## src/rtl/dsfa_pkg.sv

```systemverilog
// Package for the dining seat fork arbiter.
// Holds the seat state codes used by the back and the operation codes shared by the front, back and top level.
// No dependencies.
`default_nettype none

package dsfa_pkg;

  typedef enum logic [1:0] {
    SEAT_THINKING = 2'd0,
    SEAT_HUNGRY   = 2'd1,
    SEAT_EATING   = 2'd2
  } seat_e;

  typedef enum logic {
    OP_REQUEST = 1'b0,
    OP_RELEASE = 1'b1
  } op_e;

  localparam int unsigned CfgW = 5;
  localparam int unsigned SeatPortW = 4;
  localparam logic [CfgW-1:0] ACTIVE_SEATS_RESET = 5'd5;
  localparam int unsigned MIN_RING = 2;

endpackage

`default_nettype wire

```

## src/rtl/dsfa_fifo.sv

```systemverilog
// Small first-in first-out queue used between the front and back and at the output.
// Generic width and depth; no package dependency.
`default_nettype none

module dsfa_fifo #(
  parameter int unsigned WIDTH = 8,
  parameter int unsigned DEPTH = 2
) (
  input  wire logic             clk_i,
  input  wire logic             rst_ni,
  input  wire logic             push_i,
  input  wire logic [WIDTH-1:0] push_data_i,
  input  wire logic             pop_i,
  output logic                  valid_o,
  output logic                  full_o,
  output logic [WIDTH-1:0]      data_o
);

  localparam int unsigned PtrW = (DEPTH > 1) ? $clog2(DEPTH) : 1;
  localparam int unsigned CntW = $clog2(DEPTH + 1);

  logic [WIDTH-1:0] entry_q [DEPTH];
  logic [PtrW-1:0]  wr_ptr_q, wr_ptr_d, rd_ptr_q, rd_ptr_d;
  logic [CntW-1:0]  count_q, count_d;
  logic             do_push, do_pop;

  assign valid_o = (count_q != '0);
  assign full_o  = (count_q == CntW'(DEPTH));
  assign data_o  = entry_q[rd_ptr_q];
  assign do_push = push_i && !full_o;
  assign do_pop  = pop_i && valid_o;

  always_comb begin
    wr_ptr_d = wr_ptr_q;
    rd_ptr_d = rd_ptr_q;
    count_d  = count_q;
    if (do_push) begin
      wr_ptr_d = (wr_ptr_q == PtrW'(DEPTH - 1)) ? '0 : wr_ptr_q + PtrW'(1);
    end
    if (do_pop) begin
      rd_ptr_d = (rd_ptr_q == PtrW'(DEPTH - 1)) ? '0 : rd_ptr_q + PtrW'(1);
    end
    if (do_push && !do_pop) begin
      count_d = count_q + CntW'(1);
    end else if (do_pop && !do_push) begin
      count_d = count_q - CntW'(1);
    end
  end

  always_ff @(posedge clk_i or negedge rst_ni) begin
    if (!rst_ni) begin
      wr_ptr_q <= '0;
      rd_ptr_q <= '0;
      count_q  <= '0;
    end else begin
      wr_ptr_q <= wr_ptr_d;
      rd_ptr_q <= rd_ptr_d;
      count_q  <= count_d;
    end
  end

  always_ff @(posedge clk_i) begin
    if (do_push) begin
      entry_q[wr_ptr_q] <= push_data_i;
    end
  end

endmodule

`default_nettype wire

```

## src/rtl/dsfa_front.sv

```systemverilog
// Front end of the arbiter: holds the ring size register, drops events outside
// the ring and resolves neighbor indices. Depends on dsfa_pkg.
`default_nettype none

module dsfa_front #(
  parameter int unsigned MAX_SEATS = 16,
  localparam int unsigned IW = $clog2(MAX_SEATS)
) (
  input  wire logic                            clk_i,
  input  wire logic                            rst_ni,
  input  wire logic                            in_valid_i,
  input  wire logic                            operation_i,
  input  wire logic [dsfa_pkg::SeatPortW-1:0]  seat_i,
  input  wire logic                            cfg_we_i,
  input  wire logic [dsfa_pkg::CfgW-1:0]       cfg_wdata_i,
  input  wire logic                            q_full_i,
  output logic                                 in_stall_o,
  output logic                                 push_o,
  output logic [IW-1:0]                        s_o,
  output logic [IW-1:0]                        l_o,
  output logic [IW-1:0]                        r_o,
  output logic [IW-1:0]                        ll_o,
  output logic [IW-1:0]                        rr_o,
  output dsfa_pkg::op_e                        op_o
);

  localparam int unsigned NW = $clog2(MAX_SEATS + 1);

  logic [dsfa_pkg::CfgW-1:0] active_seats_q;
  logic [NW-1:0]             ring_n;
  logic                      in_ring;

  function automatic logic [IW-1:0] left_of(logic [IW-1:0] x, logic [NW-1:0] n);
    logic [IW-1:0] res;
    if (x == '0) begin
      res = IW'(n - NW'(1));
    end else begin
      res = x - IW'(1);
    end
    return res;
  endfunction

  function automatic logic [IW-1:0] right_of(logic [IW-1:0] x, logic [NW-1:0] n);
    logic [IW-1:0] res;
    if ((NW'(x) + NW'(1)) == n) begin
      res = '0;
    end else begin
      res = x + IW'(1);
    end
    return res;
  endfunction

  always_ff @(posedge clk_i or negedge rst_ni) begin
    if (!rst_ni) begin
      active_seats_q <= dsfa_pkg::ACTIVE_SEATS_RESET;
    end else if (cfg_we_i) begin
      active_seats_q <= cfg_wdata_i;
    end
  end

  // effective ring size, register saturated into [2, MAX_SEATS]
  always_comb begin
    if (32'(active_seats_q) > 32'(MAX_SEATS)) begin
      ring_n = NW'(MAX_SEATS);
    end else if (32'(active_seats_q) < 32'(dsfa_pkg::MIN_RING)) begin
      ring_n = NW'(dsfa_pkg::MIN_RING);
    end else begin
      ring_n = NW'(active_seats_q);
    end
  end

  assign in_ring    = (32'(seat_i) < 32'(ring_n));
  assign in_stall_o = q_full_i;
  assign push_o     = in_valid_i && !q_full_i && in_ring;
  assign op_o       = dsfa_pkg::op_e'(operation_i);
  assign s_o        = IW'(seat_i);
  assign l_o        = left_of(s_o, ring_n);
  assign r_o        = right_of(s_o, ring_n);
  assign ll_o       = left_of(l_o, ring_n);
  assign rr_o       = right_of(r_o, ring_n);

endmodule

`default_nettype wire

```

## src/rtl/dsfa_back.sv

```systemverilog
// Back end of the arbiter: seat state memory and the sequencer that updates it
// and queues grants. Depends on dsfa_pkg and dsfa_fifo.
`default_nettype none

module dsfa_back #(
  parameter int unsigned MAX_SEATS = 16,
  localparam int unsigned IW = $clog2(MAX_SEATS)
) (
  input  wire logic                            clk_i,
  input  wire logic                            rst_ni,
  input  wire logic                            cmd_valid_i,
  input  wire dsfa_pkg::op_e                   cmd_op_i,
  input  wire logic [IW-1:0]                   cmd_s_i,
  input  wire logic [IW-1:0]                   cmd_l_i,
  input  wire logic [IW-1:0]                   cmd_r_i,
  input  wire logic [IW-1:0]                   cmd_ll_i,
  input  wire logic [IW-1:0]                   cmd_rr_i,
  output logic                                 cmd_pop_o,
  output logic                                 out_valid_o,
  input  wire logic                            out_stall_i,
  output logic [dsfa_pkg::SeatPortW-1:0]       grant_seat_o,
  output logic                                 last_grant_o
);

  typedef enum logic [2:0] {
    ST_IDLE,
    ST_REQ,
    ST_REL_L,
    ST_REL_R,
    ST_EMIT_R
  } state_e;

  typedef struct packed {
    dsfa_pkg::op_e op;
    logic [IW-1:0] s;
    logic [IW-1:0] l;
    logic [IW-1:0] r;
    logic [IW-1:0] rr;
  } cmd_t;

  typedef struct packed {
    logic [IW-1:0] seat;
    logic          last;
  } grant_t;

  state_e state_q, state_d;
  cmd_t   cmd_q, cmd_d;
  logic   gl_q, gl_d;

  // seat state memory, valid bits stand in for the reset value
  logic [1:0]           mem_q [MAX_SEATS];
  logic [MAX_SEATS-1:0] valid_q;
  logic [1:0]           rd_a_q, rd_b_q;
  logic                 rd_va_q, rd_vb_q;
  logic                 rd_en, wr_en;
  logic [IW-1:0]        rd_addr_a, rd_addr_b, wr_addr;
  dsfa_pkg::seat_e      wr_data;
  dsfa_pkg::seat_e      a_st, b_st, a_eff, b_eff;

  logic   grant, gl, gr;
  logic   push, out_full, out_pop;
  grant_t push_data, head;

  assign a_st = rd_va_q ? dsfa_pkg::seat_e'(rd_a_q) : dsfa_pkg::SEAT_THINKING;
  assign b_st = rd_vb_q ? dsfa_pkg::seat_e'(rd_b_q) : dsfa_pkg::SEAT_THINKING;

  always_comb begin
    state_d   = state_q;
    cmd_d     = cmd_q;
    gl_d      = gl_q;
    cmd_pop_o = 1'b0;
    rd_en     = 1'b0;
    rd_addr_a = cmd_l_i;
    rd_addr_b = cmd_r_i;
    wr_en     = 1'b0;
    wr_addr   = cmd_q.s;
    wr_data   = dsfa_pkg::SEAT_THINKING;
    push      = 1'b0;
    push_data = '{seat: cmd_q.s, last: 1'b1};
    a_eff     = a_st;
    b_eff     = b_st;
    grant     = 1'b0;
    gl        = 1'b0;
    gr        = 1'b0;
    unique case (state_q)
      ST_IDLE: begin
        if (cmd_valid_i) begin
          cmd_pop_o = 1'b1;
          cmd_d     = '{op: cmd_op_i, s: cmd_s_i, l: cmd_l_i, r: cmd_r_i, rr: cmd_rr_i};
          rd_en     = 1'b1;
          if (cmd_op_i == dsfa_pkg::OP_RELEASE) begin
            rd_addr_b = cmd_ll_i;
            wr_en     = 1'b1;
            wr_addr   = cmd_s_i;
            wr_data   = dsfa_pkg::SEAT_THINKING;
            state_d   = ST_REL_L;
          end else begin
            state_d = ST_REQ;
          end
        end
      end
      ST_REQ: begin
        grant   = (a_st != dsfa_pkg::SEAT_EATING) && (b_st != dsfa_pkg::SEAT_EATING);
        wr_en   = 1'b1;
        wr_data = grant ? dsfa_pkg::SEAT_EATING : dsfa_pkg::SEAT_HUNGRY;
        push    = grant && !out_full;
        if (!grant || !out_full) begin
          state_d = ST_IDLE;
        end
      end
      ST_REL_L: begin
        // in a two-seat ring the far neighbor is the releasing seat itself
        b_eff     = (cmd_q.l == cmd_q.r && cmd_q.rr == cmd_q.s) ? dsfa_pkg::SEAT_THINKING
                                                                 : b_st;
        gl        = (a_st == dsfa_pkg::SEAT_HUNGRY) && (b_eff != dsfa_pkg::SEAT_EATING);
        wr_en     = gl;
        wr_addr   = cmd_q.l;
        wr_data   = dsfa_pkg::SEAT_EATING;
        rd_en     = 1'b1;
        rd_addr_a = cmd_q.r;
        rd_addr_b = cmd_q.rr;
        gl_d      = gl;
        state_d   = ST_REL_R;
      end
      ST_REL_R: begin
        // reads were issued while the left grant was being written
        a_eff = (cmd_q.r == cmd_q.l && gl_q) ? dsfa_pkg::SEAT_EATING : a_st;
        if (cmd_q.rr == cmd_q.l && gl_q) begin
          b_eff = dsfa_pkg::SEAT_EATING;
        end else if (cmd_q.rr == cmd_q.s) begin
          b_eff = dsfa_pkg::SEAT_THINKING;
        end else begin
          b_eff = b_st;
        end
        gr      = (a_eff == dsfa_pkg::SEAT_HUNGRY) && (b_eff != dsfa_pkg::SEAT_EATING);
        wr_en   = gr;
        wr_addr = cmd_q.r;
        wr_data = dsfa_pkg::SEAT_EATING;
        if (gl_q) begin
          push      = !out_full;
          push_data = '{seat: cmd_q.l, last: !gr};
          if (!out_full) begin
            state_d = gr ? ST_EMIT_R : ST_IDLE;
          end
        end else begin
          push      = gr && !out_full;
          push_data = '{seat: cmd_q.r, last: 1'b1};
          if (!gr || !out_full) begin
            state_d = ST_IDLE;
          end
        end
      end
      ST_EMIT_R: begin
        push      = !out_full;
        push_data = '{seat: cmd_q.r, last: 1'b1};
        if (!out_full) begin
          state_d = ST_IDLE;
        end
      end
      default: begin
        state_d = ST_IDLE;
      end
    endcase
  end

  always_ff @(posedge clk_i or negedge rst_ni) begin
    if (!rst_ni) begin
      state_q <= ST_IDLE;
      gl_q    <= 1'b0;
    end else begin
      state_q <= state_d;
      gl_q    <= gl_d;
    end
  end

  always_ff @(posedge clk_i) begin
    cmd_q <= cmd_d;
  end

  always_ff @(posedge clk_i or negedge rst_ni) begin
    if (!rst_ni) begin
      valid_q <= '0;
    end else if (wr_en) begin
      valid_q[wr_addr] <= 1'b1;
    end
  end

  // read-before-write memory with registered read data
  always_ff @(posedge clk_i) begin
    if (wr_en) begin
      mem_q[wr_addr] <= wr_data;
    end
    if (rd_en) begin
      rd_a_q  <= mem_q[rd_addr_a];
      rd_b_q  <= mem_q[rd_addr_b];
      rd_va_q <= valid_q[rd_addr_a];
      rd_vb_q <= valid_q[rd_addr_b];
    end
  end

  assign out_pop = out_valid_o && !out_stall_i;

  dsfa_fifo #(
    .WIDTH($bits(grant_t)),
    .DEPTH(2)
  ) u_out_fifo (
    .clk_i      (clk_i),
    .rst_ni     (rst_ni),
    .push_i     (push),
    .push_data_i(push_data),
    .pop_i      (out_pop),
    .valid_o    (out_valid_o),
    .full_o     (out_full),
    .data_o     (head)
  );

  assign grant_seat_o = dsfa_pkg::SeatPortW'(head.seat);
  assign last_grant_o = head.last;

endmodule

`default_nettype wire

```

## src/rtl/dining_seat_fork_arbiter.sv

```systemverilog
// Top level of the dining seat fork arbiter.
// Instantiates dsfa_front, dsfa_fifo and dsfa_back; uses dsfa_pkg.
//
// Usage:
//   Input channel (in_valid_i / in_stall_o) carries one event: operation_i
//   (0 request, 1 release) and seat_i. Events for seats outside the ring are
//   taken and dropped. Output channel (out_valid_o / out_stall_i) carries
//   grants: grant_seat_o and last_grant_o, the latter set on the final grant
//   of an event. The ring size register is written with cfg_we_i/cfg_wdata_i;
//   the user writes it only while the block is idle, which the block does not enforce.
//   Grants: a request grant is computed in ST_REQ from the registered seat state
//   read, release grants in ST_REL_R and ST_EMIT_R; all pass the output queue.
//   Events: the back-end sequencer over the single seat state memory
//   runs one event at a time: a request passes ST_IDLE and ST_REQ, a release
//   ST_IDLE, ST_REL_L and ST_REL_R, plus ST_EMIT_R when it grants both neighbors.
//   A two-entry event queue lets the input keep taking events meanwhile.
//   Reset: all seats thinking, ring size 5, both queues empty.
//   Output stall: grants wait in a two-entry output queue; when it is full the
//   sequencer holds on its next grant, then the event queue fills and in_stall_o rises.
`default_nettype none

module dining_seat_fork_arbiter #(
  parameter int unsigned MAX_SEATS = 16
) (
  input  wire logic                            clk_i,
  input  wire logic                            rst_ni,
  input  wire logic                            in_valid_i,
  output logic                                 in_stall_o,
  input  wire logic                            operation_i,
  input  wire logic [dsfa_pkg::SeatPortW-1:0]  seat_i,
  input  wire logic                            cfg_we_i,
  input  wire logic [dsfa_pkg::CfgW-1:0]       cfg_wdata_i,
  output logic                                 out_valid_o,
  input  wire logic                            out_stall_i,
  output logic [dsfa_pkg::SeatPortW-1:0]       grant_seat_o,
  output logic                                 last_grant_o
);

  localparam int unsigned IW = $clog2(MAX_SEATS);

  typedef struct packed {
    dsfa_pkg::op_e op;
    logic [IW-1:0] s;
    logic [IW-1:0] l;
    logic [IW-1:0] r;
    logic [IW-1:0] ll;
    logic [IW-1:0] rr;
  } cmd_t;

  cmd_t front_cmd, head_cmd;
  logic front_push, q_full, q_valid, q_pop;

  dsfa_front #(
    .MAX_SEATS(MAX_SEATS)
  ) u_front (
    .clk_i      (clk_i),
    .rst_ni     (rst_ni),
    .in_valid_i (in_valid_i),
    .operation_i(operation_i),
    .seat_i     (seat_i),
    .cfg_we_i   (cfg_we_i),
    .cfg_wdata_i(cfg_wdata_i),
    .q_full_i   (q_full),
    .in_stall_o (in_stall_o),
    .push_o     (front_push),
    .s_o        (front_cmd.s),
    .l_o        (front_cmd.l),
    .r_o        (front_cmd.r),
    .ll_o       (front_cmd.ll),
    .rr_o       (front_cmd.rr),
    .op_o       (front_cmd.op)
  );

  dsfa_fifo #(
    .WIDTH($bits(cmd_t)),
    .DEPTH(2)
  ) u_cmd_fifo (
    .clk_i      (clk_i),
    .rst_ni     (rst_ni),
    .push_i     (front_push),
    .push_data_i(front_cmd),
    .pop_i      (q_pop),
    .valid_o    (q_valid),
    .full_o     (q_full),
    .data_o     (head_cmd)
  );

  dsfa_back #(
    .MAX_SEATS(MAX_SEATS)
  ) u_back (
    .clk_i       (clk_i),
    .rst_ni      (rst_ni),
    .cmd_valid_i (q_valid),
    .cmd_op_i    (head_cmd.op),
    .cmd_s_i     (head_cmd.s),
    .cmd_l_i     (head_cmd.l),
    .cmd_r_i     (head_cmd.r),
    .cmd_ll_i    (head_cmd.ll),
    .cmd_rr_i    (head_cmd.rr),
    .cmd_pop_o   (q_pop),
    .out_valid_o (out_valid_o),
    .out_stall_i (out_stall_i),
    .grant_seat_o(grant_seat_o),
    .last_grant_o(last_grant_o)
  );

endmodule

`default_nettype wire

```

## config.mk

```make
export PLATFORM = sky130hd
export DESIGN_NAME = dining_seat_fork_arbiter
export DESIGN_NICKNAME = d
export VERILOG_FILES = /design/src/rtl/dsfa_pkg.sv /design/src/rtl/dsfa_fifo.sv /design/src/rtl/dsfa_front.sv /design/src/rtl/dsfa_back.sv /design/src/rtl/dining_seat_fork_arbiter.sv
export SDC_FILE = /design/constraint.sdc
export NUM_CORES = 1
export LEC_CHECK = 0
export BUFFER_PORTS_ARGS = -buffer_cell sky130_fd_sc_hd__buf_2
export CORE_AREA = 2 2 112 114
export DETAILED_ROUTE_END_ITERATION = 10
export DIE_AREA = 0 0 114 116
export PLACE_DENSITY = 0.92
export SKIP_CTS_REPAIR_TIMING = 1
export SLEW_MARGIN = 5
export SYNTH_ARGS = -nofsm -noshare
export SYNTH_HDL_FRONTEND = slang
export SYNTH_HIERARCHICAL = 1
export SYNTH_SLANG_ARGS = --single-unit
```

## constraint.sdc

```tcl
create_clock -name clk_i -period 10.2 [get_ports clk_i]
set_clock_uncertainty 0.05 [all_clocks]
set_input_delay 0.51 -clock clk_i [delete_from_list [all_inputs] [get_ports clk_i]]
set_output_delay 0.51 -clock clk_i [all_outputs]
set_load 0.03 [all_outputs]
```

==> flow_summary.json <==
{
  "outcome": "completed",
  "yosysSeqAreaShare_pct": 51.9,
  "num_io_pins": 22,
  "cpMostUsedCell": "ha_1",
  "min_path_type": "input port to async pin",
  "antenna_found_initial": 0,
  "core.rowCount": 40,
  "ys_warn_count": 6,
  "fillers": 766,
  "die_y_um": 116,
  "worst_slack_ns": 6.33,
  "p_sw_uw": 1200,
  "p_seq_share_pct": 33.7,
  "drt-pass1-iter-count": 6,
  "timing.fmax_mhz": 258,
  "clockRootBuffer": "clkbuf_16",
  "synth_ff_type": "edfxtp_1",
  "critical_path_class": "flop to flop",
  "path_cells": "nor3_1 > or3b_1 > inv_2 > ha_1 > a21o_1 > nor4_4 > nor2_1 > ha_1 > xor2_1 > o2111ai_1 > nor4b_4 > a21oi_1",
  "finalSetupViolCount": 0,
  "cpMaxStageDelayCell": "dfstp_2",
  "crit_fanout": 8,
  "cp-start-kind": "flop",
  "clk_latency_ns": 0.43,
  "nNetsFinal": 652,
  "routed_wirelength_um": 17500,
  "finalCriticalPeriod_ns": 3.87,
  "ys_ff_latch": 139,
  "cts_buffers": 17,
  "rsz0062_at_grt": "no",
  "power.density_mw_per_mm2": 352,
  "avgSynthCellArea_um2": 12.5,
  "htree_levels": 4,
  "grt_max_degree": 34,
  "tritoncts": "done",
  "synth_top_area_share_pct": 41.2,
  "drt-vias-per-instance": 6.95,
  "antenna_left": 0,
  "syn_inst": 620,
  "slew_viol_final": 0,
  "setup.worst_path.end_class": "flop",
  "cts.sinks": 139,
  "start_util_pct": 64.8,
  "finalHoldViolCount": 0,
  "async_flop_share_pct": 23.7,
  "synth_cell_types": 81,
  "synth_top_area_cell": "edfxtp_1",
  "drc": 0,
  "peakVddDrop_mv": 0.187,
  "final.period_utilization_pct": 38.0,
  "vias": 5454,
  "dieArea_mm2": 0.0132,
  "cp.arrival_ns": 3.98,
  "cp.required_ns": 10.31,
  "port-buffer-count": 21,
  "clkSlewWorstSetupHoldPaths_ns": 0.06,
  "cpLargestDelayFamily": "simple AND/OR/NAND/NOR gates",
  "track_usage_pct": 27.6,
  "hpwl_um": 11300,
  "r2r-start": "u_front/active_seats_q[2]",
  "avgRoutedWirePerCell_um": 22.3,
  "fp.dieW_um": 114,
  "gr-total-overflow": 0,
  "synth.cell_area_mm2": 0.00772,
  "p_int_uw": 1750,
  "maxCapViolCount": 0,
  "syn_nets": 647,
  "pre_cts_ws_ns": 6.40,
  "clkPwrFrac_pct": 20.6,
  "p_leak_uw": 0.00322,
  "area_delta_synth_final_pct": 8.68,
  "worst_pin_slew_ns": 1.19,
  "tns_ns": 0,
  "power_frac_comb_pct": 45.6,
  "crit_buf_inv": 1,
  "antennaDiodeCount": 0,
  "grt_pass1_vias": 5404,
  "synth-edff-count": 106,
  "swShare_pct": 40.8,
  "coreArea_mm2": 0.0119,
  "drive_gt1_share_pct": 20.4,
  "cp-startpoint": "u_front/active_seats_q[2]",
  "gp_congestion": 0.938,
  "timing.slew.headroom_pct": 20.3,
  "cpPeakStageDelay_ns": 0.62,
  "drtIter0Drc": 894,
  "rrSetupSlack_ns": 6.33,
  "grt_pass1_wl_um": 27900,
  "yosys-top-cells-area": "edfxtp_1 41%, dfrtp_1 10%, mux2i_1 5.1%",
  "cts_buffer_depth": 2
}
## cell usage after synthesis (4+ instances only)
master    instances
edfxtp_1        106
xor2_1           10
nor2b_1           8
mux2_4           19
clkbuf_1         14
buf_6             4
nand2_1          26
mux2_2           16
nand3_1          17
a31o_1            4
nand2b_1         13
and3_1           20
inv_1            20
nor3_1            6
dfrtp_1          31
and2_1            6
a31o_2           13
o21ai_1           9
a21oi_1          16
xnor2_1          20
buf_4             8
o21ai_0          30
a222oi_1          6
buf_2            12
a32oi_1          26
ha_1             12
mux2i_1          39
mux2_1            8
nor2_1           27
## final cells by class
type | count | area, µm² | area share [%]
clock buffers | 18 | 429 | 5.11
clock inverters | 14 | 154 | 1.83
inverters | 21 | 78.8 | 0.939
well taps | 147 | 184 | 2.19
multi-input cells | 419 | 3390 | 40.3
flip-flops and latches | 139 | 4010 | 47.8
repair buffers | 27 | 150 | 1.79
## layer usage
metal | vias up | track usage (%) | wire length (µm)
met5 | - | 0 | 0
met4 | 0 | 12.3 | 578
met3 | 82 | 7.64 | 1600
met2 | 373 | 45.6 | 8630
met1 | 2607 | 34.5 | 6690
li1 | 2392 | - | -
## power groups by stage
stage / clock network, µW / registers, µW / logic (µW)
after detailed placement: 0 / 995 / 1290
final: 609 / 996 / 1350
after floorplan: 0 / 933 / 1060
after CTS: 615 / 988 / 1310
after global routing: 640 / 1010 / 1430
after global placement: 0 / 980 / 1230
## worst paths after layout
path                       cells past startpoint                   endpoint
setup / recovery                              12   u_cmd_fifo/entry_q[1][2]
hold / removal                                 1          u_back/valid_q[2]
setup reg to reg                              12   u_cmd_fifo/entry_q[1][2]
hold reg to reg                                1          u_back/valid_q[3]
max in group asynchronous                      1                u_back/gl_q
min in group clk_i                             1  u_cmd_fifo/entry_q[1][20]
## placed cells by master, fill, tap and decap left out, drive strengths merged, types with 3 or more instances in the layout
master,count
a211oi,4
a21oi,16
a222oi,6
a22oi,4
a31o,17
a32oi,26
and2,7
and3,20
buf,27
bufinv,3
clkbuf,18
clkinv,6
clkinvlp,5
dfrtp,31
edfxtp,106
ha,12
inv,21
mux2,43
mux2i,41
nand2,28
nand2b,13
nand3,17
nand4,3
nor2,28
nor2b,8
nor3,7
nor3b,3
o21ai,40
o221ai,3
or2,5
xnor2,21
xor2,10
## stage by stage
step / util [%] / hold WS, ns / instances / power [µW] / instance area [µm²]
2_1_floorplan: - / 0.164 / 620 / 1990 / 7720
3_3_place_gp: 65.6 / 0.419 / 753 / 2210 / 7810
3_5_place_dp: 65.6 / 0.431 / 753 / 2280 / 7810
4_1_cts: 70.5 / 0.122 / 785 / 2910 / 8390
5_1_grt: 70.5 / 0.159 / 785 / 3080 / 8390
6_report: 70.5 / 0.115 / 785 / 2950 / 8390
## state kept, by name, summed over array words and instances, names as in the netlist
register and count:
u_back/state_q 3, u_cmd_fifo/rd_ptr_q 1, u_back/gl_q 1, u_back/valid_q 16, u_back/u_out_fifo/count_q 2, u_back/rd_vb_q 1, u_cmd_fifo/wr_ptr_q 1, u_back/u_out_fifo/wr_ptr_q 1
u_back/rd_va_q 1, u_cmd_fifo/count_q 2, u_back/u_out_fifo/rd_ptr_q 1, u_back/cmd_q 16, u_back/mem_q 32, u_back/rd_a_q 2, u_back/rd_b_q 2, u_front/active_seats_q 5
u_cmd_fifo/entry_q 42, u_back/u_out_fifo/entry_q 10
## logic make-up (layout without fill, tap and decap cells)
logic type	count (synthesis)	count (layout)	share of synthesized area (%)
AO/OA/AOI/OAI	140	140	13.8
XOR/XNOR	32	32	3.92
adder cells (fa/ha/maj)	12	12	1.94
buffers and inverters	62	80	4.28
flip-flops	139	139	51.9
multiplexers	84	84	12.8
AND/OR/NAND/NOR	151	151	11.3
Note: power is estimated with default switching activity, not from simulation.
